<file path="config.mk">
export PLATFORM = sky130hd
export DESIGN_NAME = substring_match_position_finder
export DESIGN_NICKNAME = d
export VERILOG_FILES = /design/src/hdl/smpf_pkg.sv /design/src/hdl/smpf_cell.sv /design/src/hdl/substring_match_position_finder.sv
export SDC_FILE = /design/constraint.sdc
export NUM_CORES = 1
export LEC_CHECK = 0
export BUFFER_PORTS_ARGS = -buffer_cell sky130_fd_sc_hd__buf_2
export CAP_MARGIN = 20
export CORE_UTILIZATION = 54
export DETAILED_ROUTE_END_ITERATION = 16
export PLACE_DENSITY = 0.73
export SLEW_MARGIN = 20
export SYNTH_ARGS = -nofsm -noshare
export SYNTH_HDL_FRONTEND = slang
export SYNTH_SLANG_ARGS = --single-unit
export TNS_END_PERCENT = 30
</file>
<file path="constraint.sdc">
create_clock -name i_clk -period 9.9 [get_ports i_clk]
set_clock_uncertainty 0.2 [all_clocks]
set_input_delay 0.495 -clock i_clk [delete_from_list [all_inputs] [get_ports i_clk]]
set_output_delay 0.495 -clock i_clk [all_outputs]
set_load 0.01 [all_outputs]
</file>
<file path="src/hdl/smpf_pkg.sv">
package smpf_pkg;

    // Defaults for the top-level parameters
    localparam int MAX_PATTERN_DEF   = 16;
    localparam int POSITION_BITS_DEF = 16;

    // Fixed field and register widths
    localparam int BYTE_W      = 8;
    localparam int PAT_BYTES   = 16;
    localparam int CFG_DATA_W  = 64;
    localparam int CFG_INDEX_W = 2;
    localparam int LEN_W       = 5;
    localparam int OUT_W       = 16;

    // Configuration register indexes
    typedef enum logic [CFG_INDEX_W-1:0] {
        CFG_PATTERN_LOW    = 2'd0,
        CFG_PATTERN_HIGH   = 2'd1,
        CFG_PATTERN_LENGTH = 2'd2
    } t_cfg_index;

    // Accent marker bytes, discounted from reported positions
    localparam logic [BYTE_W-1:0] MARK_A = 8'd161;
    localparam logic [BYTE_W-1:0] MARK_B = 8'd169;
    localparam logic [BYTE_W-1:0] MARK_C = 8'd173;
    localparam logic [BYTE_W-1:0] MARK_D = 8'd179;
    localparam logic [BYTE_W-1:0] MARK_E = 8'd186;
    localparam logic [BYTE_W-1:0] MARK_F = 8'd163;
    localparam logic [BYTE_W-1:0] MARK_G = 8'd167;

    // Per-cell control: en and clear are common to every cell, keep and tail differ per cell
    typedef struct packed {
        logic en;    // item accepted this cycle
        logic clear; // last byte of the text: drop all candidates
        logic keep;  // cell lies inside the current pattern length
        logic tail;  // cell is the final pattern position
    } t_cell_ctrl;

    function automatic logic is_marker(input logic [BYTE_W-1:0] b);
        return b inside {MARK_A, MARK_B, MARK_C, MARK_D, MARK_E, MARK_F, MARK_G};
    endfunction

endpackage

</file>
<file path="src/hdl/smpf_cell.sv">
module smpf_cell #(
    parameter int POSITION_BITS = smpf_pkg::POSITION_BITS_DEF
) (
    input  logic                     i_clk,
    input  logic                     i_rst_n,
    input  smpf_pkg::t_cell_ctrl     i_ctrl,
    input  logic                     i_prev_active,
    input  logic [POSITION_BITS-1:0] i_prev_start,
    input  logic                     i_byte_eq,
    output logic                     o_active,
    output logic [POSITION_BITS-1:0] o_start,
    output logic                     o_hit
);

    logic                     r_active;
    logic                     n_active;
    logic [POSITION_BITS-1:0] r_start;

    // candidate from the left neighbour extends by one byte
    assign o_hit    = i_prev_active & i_byte_eq;
    // the tail cell reports its hit and never holds it
    assign n_active = o_hit & i_ctrl.keep & ~i_ctrl.tail & ~i_ctrl.clear;

    always_ff @(posedge i_clk) begin
        if (!i_rst_n) begin
            r_active <= 1'b0;
        end else if (i_ctrl.en) begin
            r_active <= n_active;
        end
    end

    always_ff @(posedge i_clk) begin
        if (i_ctrl.en && o_hit) begin
            r_start <= i_prev_start;
        end
    end

    assign o_active = r_active;
    assign o_start  = r_start;

endmodule

</file>
<file path="src/hdl/substring_match_position_finder.sv">
// Streaming substring finder.
// Input channel (i_valid / o_ready): one text byte per item, with i_last_byte
// marking the final byte of a text. Output channel (o_valid / i_ready): a
// result item whenever a match of the configured pattern ends at a byte, and
// always for the last byte (o_text_done set, o_match_count = total).
// Config: write i_cfg_data to register i_cfg_index while i_cfg_we is high
// (0 pattern bytes 0..7, 1 pattern bytes 8..15, 2 pattern length).
// A result appears on the output register in the cycle after its byte is
// accepted. Throughput: one byte per cycle while the output is not stalled,
// since every partial match moves one cell along the chain per accepted byte.
// Stall: the output register holds its item; a new byte is still taken in
// the same cycle as the held item leaves, else o_ready drops while it waits.
// Reset clears the cell active flags, the counters and the output valid flag;
// pattern length resets to 1, the pattern bytes to zero. After a last byte the
// cells and counters return to zero, so no match spans two texts.
module substring_match_position_finder #(
    parameter int MAX_PATTERN   = smpf_pkg::MAX_PATTERN_DEF,
    parameter int POSITION_BITS = smpf_pkg::POSITION_BITS_DEF
) (
    input  logic                                i_clk,
    input  logic                                i_rst_n,
    // configuration write port
    input  logic                                i_cfg_we,
    input  logic [smpf_pkg::CFG_INDEX_W-1:0]    i_cfg_index,
    input  logic [smpf_pkg::CFG_DATA_W-1:0]     i_cfg_data,
    // input items
    input  logic                                i_valid,
    output logic                                o_ready,
    input  logic [smpf_pkg::BYTE_W-1:0]         i_text_byte,
    input  logic                                i_last_byte,
    // result items
    output logic                                o_valid,
    input  logic                                i_ready,
    output logic                                o_match_found,
    output logic [smpf_pkg::OUT_W-1:0]          o_match_start,
    output logic [smpf_pkg::OUT_W-1:0]          o_match_end,
    output logic [smpf_pkg::OUT_W-1:0]          o_match_count,
    output logic                                o_text_done
);

    localparam int IDX_W = (MAX_PATTERN > 1) ? $clog2(MAX_PATTERN) : 1;
    localparam int PB    = POSITION_BITS;
    localparam int LW    = smpf_pkg::LEN_W;
    localparam int OW    = smpf_pkg::OUT_W;
    localparam logic [PB-1:0] POS_MAX = '1;

    // ---------------- configuration registers
    logic [smpf_pkg::CFG_DATA_W-1:0] r_pat_low;
    logic [smpf_pkg::CFG_DATA_W-1:0] r_pat_high;
    logic [LW-1:0]                   r_pat_len;

    always_ff @(posedge i_clk) begin
        if (!i_rst_n) begin
            r_pat_low  <= '0;
            r_pat_high <= '0;
            r_pat_len  <= LW'(1);
        end else if (i_cfg_we) begin
            case (i_cfg_index)
                smpf_pkg::CFG_PATTERN_LOW:    r_pat_low  <= i_cfg_data;
                smpf_pkg::CFG_PATTERN_HIGH:   r_pat_high <= i_cfg_data;
                smpf_pkg::CFG_PATTERN_LENGTH: r_pat_len  <= i_cfg_data[LW-1:0];
                default: ;
            endcase
        end
    end

    logic [2*smpf_pkg::CFG_DATA_W-1:0] w_pat_all;
    assign w_pat_all = {r_pat_high, r_pat_low};

    // Effective length minus one: zero acts as one, oversize as MAX_PATTERN
    logic [LW-1:0]    w_len_m1;
    logic [IDX_W-1:0] w_sel;

    always_comb begin
        if (r_pat_len == '0) begin
            w_len_m1 = '0;
        end else if (r_pat_len > LW'(MAX_PATTERN)) begin
            w_len_m1 = LW'(MAX_PATTERN - 1);
        end else begin
            w_len_m1 = r_pat_len - LW'(1);
        end
    end
    assign w_sel = w_len_m1[IDX_W-1:0];

    // ---------------- handshake
    logic r_out_valid;
    logic w_in_acc;

    assign o_ready  = ~r_out_valid | i_ready;
    assign w_in_acc = i_valid & o_ready;

    // ---------------- text counters
    logic [PB-1:0] r_pos;
    logic [PB-1:0] r_mark;
    logic [PB-1:0] r_found_total;
    logic [PB-1:0] w_pos_next;
    logic [PB-1:0] w_mark_next;
    logic [PB-1:0] w_entry_start;

    assign w_pos_next  = (r_pos == POS_MAX) ? r_pos : r_pos + PB'(1);
    assign w_mark_next = (smpf_pkg::is_marker(i_text_byte) && r_mark != POS_MAX)
                         ? r_mark + PB'(1) : r_mark;
    // start already reduced by the markers seen so far
    assign w_entry_start = w_pos_next -
                           ((w_mark_next > w_pos_next) ? w_pos_next : w_mark_next);

    // ---------------- cell chain
    smpf_pkg::t_cell_ctrl w_ctrl   [MAX_PATTERN];
    logic                 w_prev_active [MAX_PATTERN];
    logic [PB-1:0]        w_prev_start  [MAX_PATTERN];
    logic                 w_active [MAX_PATTERN];
    logic [PB-1:0]        w_start  [MAX_PATTERN];
    logic                 w_hit    [MAX_PATTERN];
    logic                 w_eq     [MAX_PATTERN];

    for (genvar k = 0; k < MAX_PATTERN; k++) begin : g_cell
        if (k == 0) begin : g_head
            // a new candidate may open at every byte
            assign w_prev_active[k] = 1'b1;
            assign w_prev_start[k]  = w_entry_start;
        end else begin : g_link
            assign w_prev_active[k] = w_active[k-1];
            assign w_prev_start[k]  = w_start[k-1];
        end

        assign w_eq[k]         = (i_text_byte == w_pat_all[8*k +: 8]);
        assign w_ctrl[k].en    = w_in_acc;
        assign w_ctrl[k].clear = i_last_byte;
        assign w_ctrl[k].keep  = (LW'(k) <= w_len_m1);
        assign w_ctrl[k].tail  = (LW'(k) == w_len_m1);

        smpf_cell #(
            .POSITION_BITS (POSITION_BITS)
        ) u_cell (
            .i_clk         (i_clk),
            .i_rst_n       (i_rst_n),
            .i_ctrl        (w_ctrl[k]),
            .i_prev_active (w_prev_active[k]),
            .i_prev_start  (w_prev_start[k]),
            .i_byte_eq     (w_eq[k]),
            .o_active      (w_active[k]),
            .o_start       (w_start[k]),
            .o_hit         (w_hit[k])
        );
    end

    // ---------------- match report
    logic          w_match;
    logic [PB-1:0] w_ms;
    logic [PB:0]   w_end_wide;
    logic [PB-1:0] w_me;
    logic [PB-1:0] w_found_next;
    logic          w_result;

    assign w_match      = w_hit[w_sel];
    assign w_ms         = w_prev_start[w_sel];
    assign w_end_wide   = {1'b0, w_ms} + (PB+1)'(w_len_m1);
    assign w_me         = (w_end_wide > {1'b0, POS_MAX}) ? POS_MAX : w_end_wide[PB-1:0];
    assign w_found_next = (w_match && r_found_total != POS_MAX)
                          ? r_found_total + PB'(1) : r_found_total;
    assign w_result     = w_match | i_last_byte;

    always_ff @(posedge i_clk) begin
        if (!i_rst_n) begin
            r_pos         <= '0;
            r_mark        <= '0;
            r_found_total <= '0;
        end else if (w_in_acc) begin
            if (i_last_byte) begin
                r_pos         <= '0;
                r_mark        <= '0;
                r_found_total <= '0;
            end else begin
                r_pos         <= w_pos_next;
                r_mark        <= w_mark_next;
                r_found_total <= w_found_next;
            end
        end
    end

    // ---------------- output register
    logic          r_found;
    logic [PB-1:0] r_ms;
    logic [PB-1:0] r_me;
    logic [PB-1:0] r_count;
    logic          r_done;

    always_ff @(posedge i_clk) begin
        if (!i_rst_n) begin
            r_out_valid <= 1'b0;
        end else if (w_in_acc) begin
            r_out_valid <= w_result;
        end else if (i_ready) begin
            r_out_valid <= 1'b0;
        end
    end

    always_ff @(posedge i_clk) begin
        if (w_in_acc && w_result) begin
            r_found <= w_match;
            r_ms    <= w_match ? w_ms : '0;
            r_me    <= w_match ? w_me : '0;
            r_count <= w_found_next;
            r_done  <= i_last_byte;
        end
    end

    // 16-bit views of the position-wide values
    logic [PB+OW-1:0] w_ms_ext;
    logic [PB+OW-1:0] w_me_ext;
    logic [PB+OW-1:0] w_cnt_ext;

    assign w_ms_ext  = {{OW{1'b0}}, r_ms};
    assign w_me_ext  = {{OW{1'b0}}, r_me};
    assign w_cnt_ext = {{OW{1'b0}}, r_count};

    assign o_valid       = r_out_valid;
    assign o_match_found = r_found;
    assign o_match_start = w_ms_ext[OW-1:0];
    assign o_match_end   = w_me_ext[OW-1:0];
    assign o_match_count = w_cnt_ext[OW-1:0];
    assign o_text_done   = r_done;

`ifndef NO_ASSERTIONS
    // a result without a match only comes from the last byte
    a_nomatch_is_done: assert property (@(posedge i_clk) disable iff (!i_rst_n)
        (r_out_valid && !r_found) |-> (r_done && r_ms == '0 && r_me == '0))
        else $error("result without match is not an end-of-text item");

    // a last byte leaves the counters and chain head clear
    a_text_cleared: assert property (@(posedge i_clk) disable iff (!i_rst_n)
        (w_in_acc && i_last_byte) |=> (r_pos == '0 && r_mark == '0 &&
                                       r_found_total == '0 && !w_active[0]))
        else $error("text state not cleared after last byte");

    // an empty output register never blocks input
    a_ready_when_empty: assert property (@(posedge i_clk) disable iff (!i_rst_n)
        !r_out_valid |-> o_ready)
        else $error("input stalled with empty output register");

    // reported end never precedes start
    a_end_after_start: assert property (@(posedge i_clk) disable iff (!i_rst_n)
        (r_out_valid && r_found) |-> (r_me >= r_ms))
        else $error("match end before match start");
`endif

endmodule
</file>
### Word level (Yosys, flattened, before mapping)

Cells that the tools add are included.

* output and inout bits: 52
* word-level logic and storage cells: 234
* flip-flop bits (word level): 487
* input port bits: 80

* bitwise gates (word level): 81
* reductions and logical operators: 26
* add/subtract/negate cells: 6
* $lt $le $gt $ge: 19
* multiplexer cells: 18
* equality and inequality tests: 42

Operators with widths (number)
* $mux 16: 10
* $eq 8x8->1: 16
* $bmux 16 s4: 1
* $and 1x1->1: 61
* $eq 8x8->1 const B: 7
* $add 16x1->16 const B: 3
* $eq 4x5->1 const A: 7
* $le 4x5->1 const A: 7
* $ne 16x16->1 const B: 2
* $eq 3x5->1 const A: 4
* $le 3x5->1 const A: 4
* $logic_and 1x1->1: 18
* $add 16x5->17: 1
* $gt 17x16->1 const B: 1
* $not 1->1: 17
* $eq 16x16->1 const B: 1
* $gt 16x16->1: 1
* $sub 16x16->16: 1
* $eq 2x5->1 const A: 2
* $le 1x5->1 const A: 2
* $le 2x5->1 const A: 2
* $logic_not 5->1: 2
* $mux 5: 2
* $reduce_bool 7->1: 1
* other kinds (13): 19

### Logic depth before layout (Yosys ltp)

* depth in word-level cells: 13
* mapped depth: 36
* gate-level depth less buffers: 33

### Modules after synthesis

Synthesis repeated with hierarchy kept, for this count alone.

* cell total of the unflattened synthesis: 2432
* area, all modules: 24743.7 um^2

By module, submodules not included
* substring_match_position_finder: sequential area each 5144.9 um^2, instances 1, cells each 2080, area an instance 16115.5 um^2
* smpf_cell: sequential area each 500.5 um^2, instances 16, cells each 22, area an instance 539.3 um^2

### Worst setup path after synthesis

No wires, ideal clock.

* path kind: input -> register
* start: input port i_text_byte[2] (netlist name)
* end: register r_me[11] (netlist: o_match_end[11]), data pin
* arrival time: 7.695 ns
* slack: 1.864 ns
* setup time: 0.141 ns
* data required time: 9.559 ns
* cell stages on the path: 34
* path buffers: 4
* path through: clkbuf_1 -> buf_2 -> nor4_1 -> a31oi_1 -> a31oi_1 -> nand4_1 -> nor2_1 -> nand2_1 -> xnor2_1 -> ha_1 -> nand4_1 -> nor3_1 -> o211ai_1 -> a32oi_1 -> clkbuf_1 -> mux2i_1 -> ha_1 -> inv_1 -> fa_1 -> a21o_1 -> a21oi_1 -> xnor2_1 -> nand2_1 -> and3_1 -> a31o_2 -> a21oi_1 -> ha_1 -> inv_1 -> o31ai_1 -> and4bb_4 -> nand4_4 -> or3_1 -> buf_6 -> a21oi_2

* longest elaborated chain between the ends: 13
* elaborated cells on any way between the ends: 53
* classes of those cells: add/sub (2); order compare (2); eq/ne (23); mux (9); bitwise (15); reduce/logical (2)

Ends and longest elaborated chain
* start, declared: line substring_match_position_finder.sv:29 `input logic [smpf_pkg::BYTE_W-1:0] i_text_byte,`
* $eq 8x8->1: line smpf_pkg.sv:40 `return b inside {MARK_A, MARK_B, MARK_C, MARK_D, MARK_E, MARK_F, MARK_G};`
* $reduce_bool 7->1 (*): line smpf_pkg.sv:40
* $logic_and 1x1->1 (*): line substring_match_position_finder.sv:101 `assign w_mark_next = (smpf_pkg::is_marker(i_text_byte) && r_mark != POS_MAX)`
* $mux 16 (*): line substring_match_position_finder.sv:102 `? r_mark + PB'(1) : r_mark;`
* $gt 16x16->1: line substring_match_position_finder.sv:105 `((w_mark_next > w_pos_next) ? w_pos_next : w_mark_next);`
* $mux 16 (*): line substring_match_position_finder.sv:105
* $sub 16x16->16 (*): line substring_match_position_finder.sv:104 `assign w_entry_start = w_pos_next -`
* net g_cell[0].u_cell.i_prev_start[4]: line smpf_cell.sv:8 `input logic [POSITION_BITS-1:0] i_prev_start,`
* $bmux 16 s4 (*): line substring_match_position_finder.sv:156 `assign w_ms = w_prev_start[w_sel];`
* $mux 16 (implied by the code) (*) (2 in series): line substring_match_position_finder.sv:156
* net w_ms[4]: line substring_match_position_finder.sv:149 `logic [PB-1:0] w_ms;`
* $add 16x5->17 (*): line substring_match_position_finder.sv:157 `assign w_end_wide = {1'b0, w_ms} + (PB+1)'(w_len_m1);`
* $gt 17x16->1: line substring_match_position_finder.sv:158 `assign w_me = (w_end_wide > {1'b0, POS_MAX}) ? POS_MAX : w_end_wide[PB-1:0];`
* $mux 16 (*): line substring_match_position_finder.sv:158
* end signal, assigned: line substring_match_position_finder.sv:202 `r_me <= w_match ? w_me : '0;`
* end, declared: line substring_match_position_finder.sv:184 `logic [PB-1:0] r_me;`

Mark *: on every way through the listed nets, which the timed path passes. The rest lies on a longest branch. The select of a mux whose other input is x is not followed.
A chain may end at the register's enable or synchronous reset.

### Worst setup path after layout

* start: register r_pos[0]
* end: register r_me[13] (netlist: o_match_end[13]), data pin

* longest elaborated chain between the ends: 11
* elaborated cells on any way between the ends: 12
* classes of those cells: add/sub (3); order compare (2); eq/ne (1); mux (6)

Ends and longest elaborated chain
* start, declared: line substring_match_position_finder.sv:93 `logic [PB-1:0] r_pos;`
* start signal, assigned: line substring_match_position_finder.sv:174 `r_pos <= w_pos_next;`
* $add 16x1->16 or $eq 16x16->1 (tied branches): line substring_match_position_finder.sv:100 `assign w_pos_next = (r_pos == POS_MAX) ? r_pos : r_pos + PB'(1);`
* $mux 16 (*): line substring_match_position_finder.sv:100
* $gt 16x16->1: line substring_match_position_finder.sv:105
* $mux 16: line substring_match_position_finder.sv:105
* $sub 16x16->16 (*): line substring_match_position_finder.sv:104
* net g_cell[0].u_cell.i_prev_start[4]: line smpf_cell.sv:8
* $bmux 16 s4 (*): line substring_match_position_finder.sv:156
* $mux 16 (implied by the code) (*) (2 in series): line substring_match_position_finder.sv:156
* net w_ms[4]: line substring_match_position_finder.sv:149
* $add 16x5->17 (*): line substring_match_position_finder.sv:157
* $gt 17x16->1: line substring_match_position_finder.sv:158
* $mux 16 (*): line substring_match_position_finder.sv:158

Marks and branches as above.

==> metrics.yaml <==
synth:
  async_flop_share: 0
  yosys-top-cells-count: "nand2_1 (468), edfxtp_1 (290), dfxtp_1 (197)"
  synthFlopType: "edfxtp_1"
  yosysUniqueCellTypes: 94
  synth_area_leaders: "edfxtp_1 (37%), dfxtp_1 (17%), nand2_1 (7.4%)"
  avgSynthCellArea_um2: 10.3
  netlist_instances: 2296
  syn_area_um2: 23600
  synth_area_leader_cell: "edfxtp_1"
  ys_ff_latch: 487
  synthMostInstantiatedCell: "nand2_1"
  synth_top_area_share: 0.369
  synth_seq_area_share: 0.536
  synth_edf_count: 290
  yosys_warnings: 0
  syn-num-nets: 2417
floorplanning:
  die_y_um: 211
  die_area_um2: 44600
  ios: 132
  rows: 76
  initial_core_util: 0.548
  chipWidth_um: 211
  coreArea_um2: 43100
sta:
  hold_violations: 0
  setup_viol_count_final: 0
  finalCritPeriodShare: 0.872
  post-route-min-period_ps: 8630
  drv_slew: 0
  relSlewSlack: 0.226
  tightest_slew_ps: 1160
  whs_ps: 88.4
  rsz0062_at_grt: "false"
  setup_tns_ps: 0
  max_freq_mhz: 116
route:
  dr.pass1.iters: 5
  drc: 0
  drt_first_iter_violations: 1691
  ant_nets: 0
  routed_wl_um: 65400
  vias_per_cell: 6.02
  wl_per_cell_um: 21.4
  num_vias: 18420
hold_path:
  min-delay-start: "i_ready"
  holdPathEnd: "o_valid"
  min_path_type: "input pin to flop"
  whs_path_depth: 3
clock_tree:
  path_clk_slew_ps: 60
  clkSinkCount: 487
  clkLatencyLatePin_ps: 600
  clock-root-buffer: "clkbuf_16"
  cts_tree: "yes"
  cts_buffer_depth: 3
  cts-resized-gates: 0
  h-tree-depth: 2
  cts_buffers: 50
global_route:
  grt_overflow: 0
  grt_pass1_vias: 17687
  grt_pass1_wl_um: 100000
  grt_use_total: 0.292
  antenna_found_initial: 0
  grt_max_degree: 111
worst_setup_path:
  worst_setup_path_start_kind: "flop"
  cp.required_ps: 10040
  regToRegSetupSlack_ps: 1270
  path_class: "flop to flop"
  cpMaxStageDelayCell: "nor4_1"
  r2r_cells: 34
  path_max_fanout: 11
  slowest_delay_ps: 480
  cp_data_arrival_time_ps: 8770
  r2r-end: "o_match_end[13]"
  critPathCaptureType: "flop"
  r2r-start: "r_pos[0]"
pwr:
  p_per_area_nw_per_um2: 167
  p_leak_nw: 9.62
  vdd_ir_drop_max_mv: 0.126
cells_and_area:
  n_antenna_cell: 0
  ff_latch_area_um2: 12700
  multi_input_area_um2: 10200
  area_growth_pct: 14.2
  drive_above_1_share: 0.122
  num-nets-final: 2559
  nFillCells: 3371
place:
  portBuffers: 131
  gp_congestion: 0.915
  dp_hpwl_um: 41800
run_status:
  status: "finished, final reports clean"
run:
  maxCapViolations: 0
==> routing by layer <==
metal  routed length, um  GRT usage  part of all wire
met4                2250      0.114             0.034
met3                5990     0.0540             0.092
met1               27600      0.403              0.42
met5                   0          0                 0
met2               29600      0.455              0.45
==> cells in the final DEF (no fill, tap or decap), types with 16 or more instances in the layout <==
cell type	n
a21oi_1	53
a22oi_1	42
nor3_1	35
or3_1	16
o21ai_0	51
xor2_1	74
a21boi_0	142
and3_1	21
nor2b_1	47
mux2i_1	35
nand2_1	467
ha_1	39
nand3_1	82
clkbuf_16	50
a21o_1	17
edfxtp_1	290
nand4_1	52
inv_1	40
dfxtp_1	197
buf_2	130
nor4_1	21
xnor2_1	119
buf_4	40
and2_1	22
nor2_1	74
dlygate4sd3_1	64
==> flip-flops by register name, indices dropped and copies added (netlist names), 16 cells and up <==
| signal | flops |
|---|---|
| r_mark | 16 |
| o_match_end | 16 |
| r_pos | 16 |
| r_pat_low | 64 |
| g_cell.u_cell.o_start | 240 |
| r_pat_high | 64 |
| o_match_count | 16 |
| r_found_total | 16 |
| o_match_start | 16 |
==> final cells by class <==
type | instances | area share
inverters | 44 | 0.00617
well taps | 585 | 0.0272
clock buffers | 67 | 0.0514
clock inverters | 23 | 0.00692
flip-flops and latches | 487 | 0.469
repair buffers | 235 | 0.0593
multi-input cells | 1620 | 0.380
==> repair_timing <==
action                    in CTS  in global routing
hold endpoints to repair     129                  0
setup buffers                  0                  0
hold buffers                  64                  0
==> power breakdown <==
| part | switching (mW) | internal (mW) |
|---|---|---|
| logic | 0.324 | 0.185 |
| registers | 0.0183 | 2.16 |
| clock network | 0.797 | 1.03 |
==> worst max path at each step <==
stage / start / end / slack, ps / cells past startpoint
final: r_pos[0] / o_match_end[13] / 1270 / 34
after global routing: r_pos[0] / o_match_end[13] / 510 / 34
after CTS: r_pos[0] / o_match_end[13] / 1340 / 34
after detailed placement: i_text_byte[1] / o_match_end[13] / 1000 / 33
after global placement: i_text_byte[1] / o_match_end[7] / 1220 / 33
after floorplan: i_text_byte[2] / o_match_end[11] / 1860 / 34
==> stage by stage <==
stage          instance area, um^2  setup WS [ps]  instances  total power, mW   util
4_1_cts                      26900           1340       3060             4.53  0.625
2_1_floorplan                23600           1860       2296             2.54      -
6_report                     27000           1270       3061             4.52  0.626
3_5_place_dp                 24700           1000       2906             2.70  0.574
3_3_place_gp                 24700           1220       2906             2.69  0.574
5_1_grt                      27000            512       3061             4.64  0.626
==> worst max-delay path, delay by kind of cell, from the launching register on <==
| family | cells | cell delay, ps |
|---|---|---|
| buffers and inverters | 5 | 540 |
| AO/OA/AOI/OAI | 8 | 1980 |
| multiplexers | 1 | 200 |
| adder cells (fa/ha/maj) | 5 | 1400 |
| AND/OR/NAND/NOR | 12 | 2920 |
| XOR/XNOR | 3 | 660 |
| flip-flops | 1 | 460 |
==> logic make-up (layout without fill, tap and decap cells) <==
| family | Yosys count | in the layout | share of synthesized area |
|---|---|---|---|
| adders and majority gates | 42 | 42 | 0.0228 |
| buffers and inverters | 189 | 369 | 0.0336 |
| DFF | 487 | 487 | 0.536 |
| AOI/OAI and AO/OA | 441 | 441 | 0.137 |
| xor gates and xnor gates | 193 | 193 | 0.0716 |
| other | 1 | 1 | 0.000159 |
| and+or+nand+nor | 901 | 901 | 0.180 |
| muxes | 42 | 42 | 0.0191 |
Note: power is estimated with default switching activity, not from simulation.
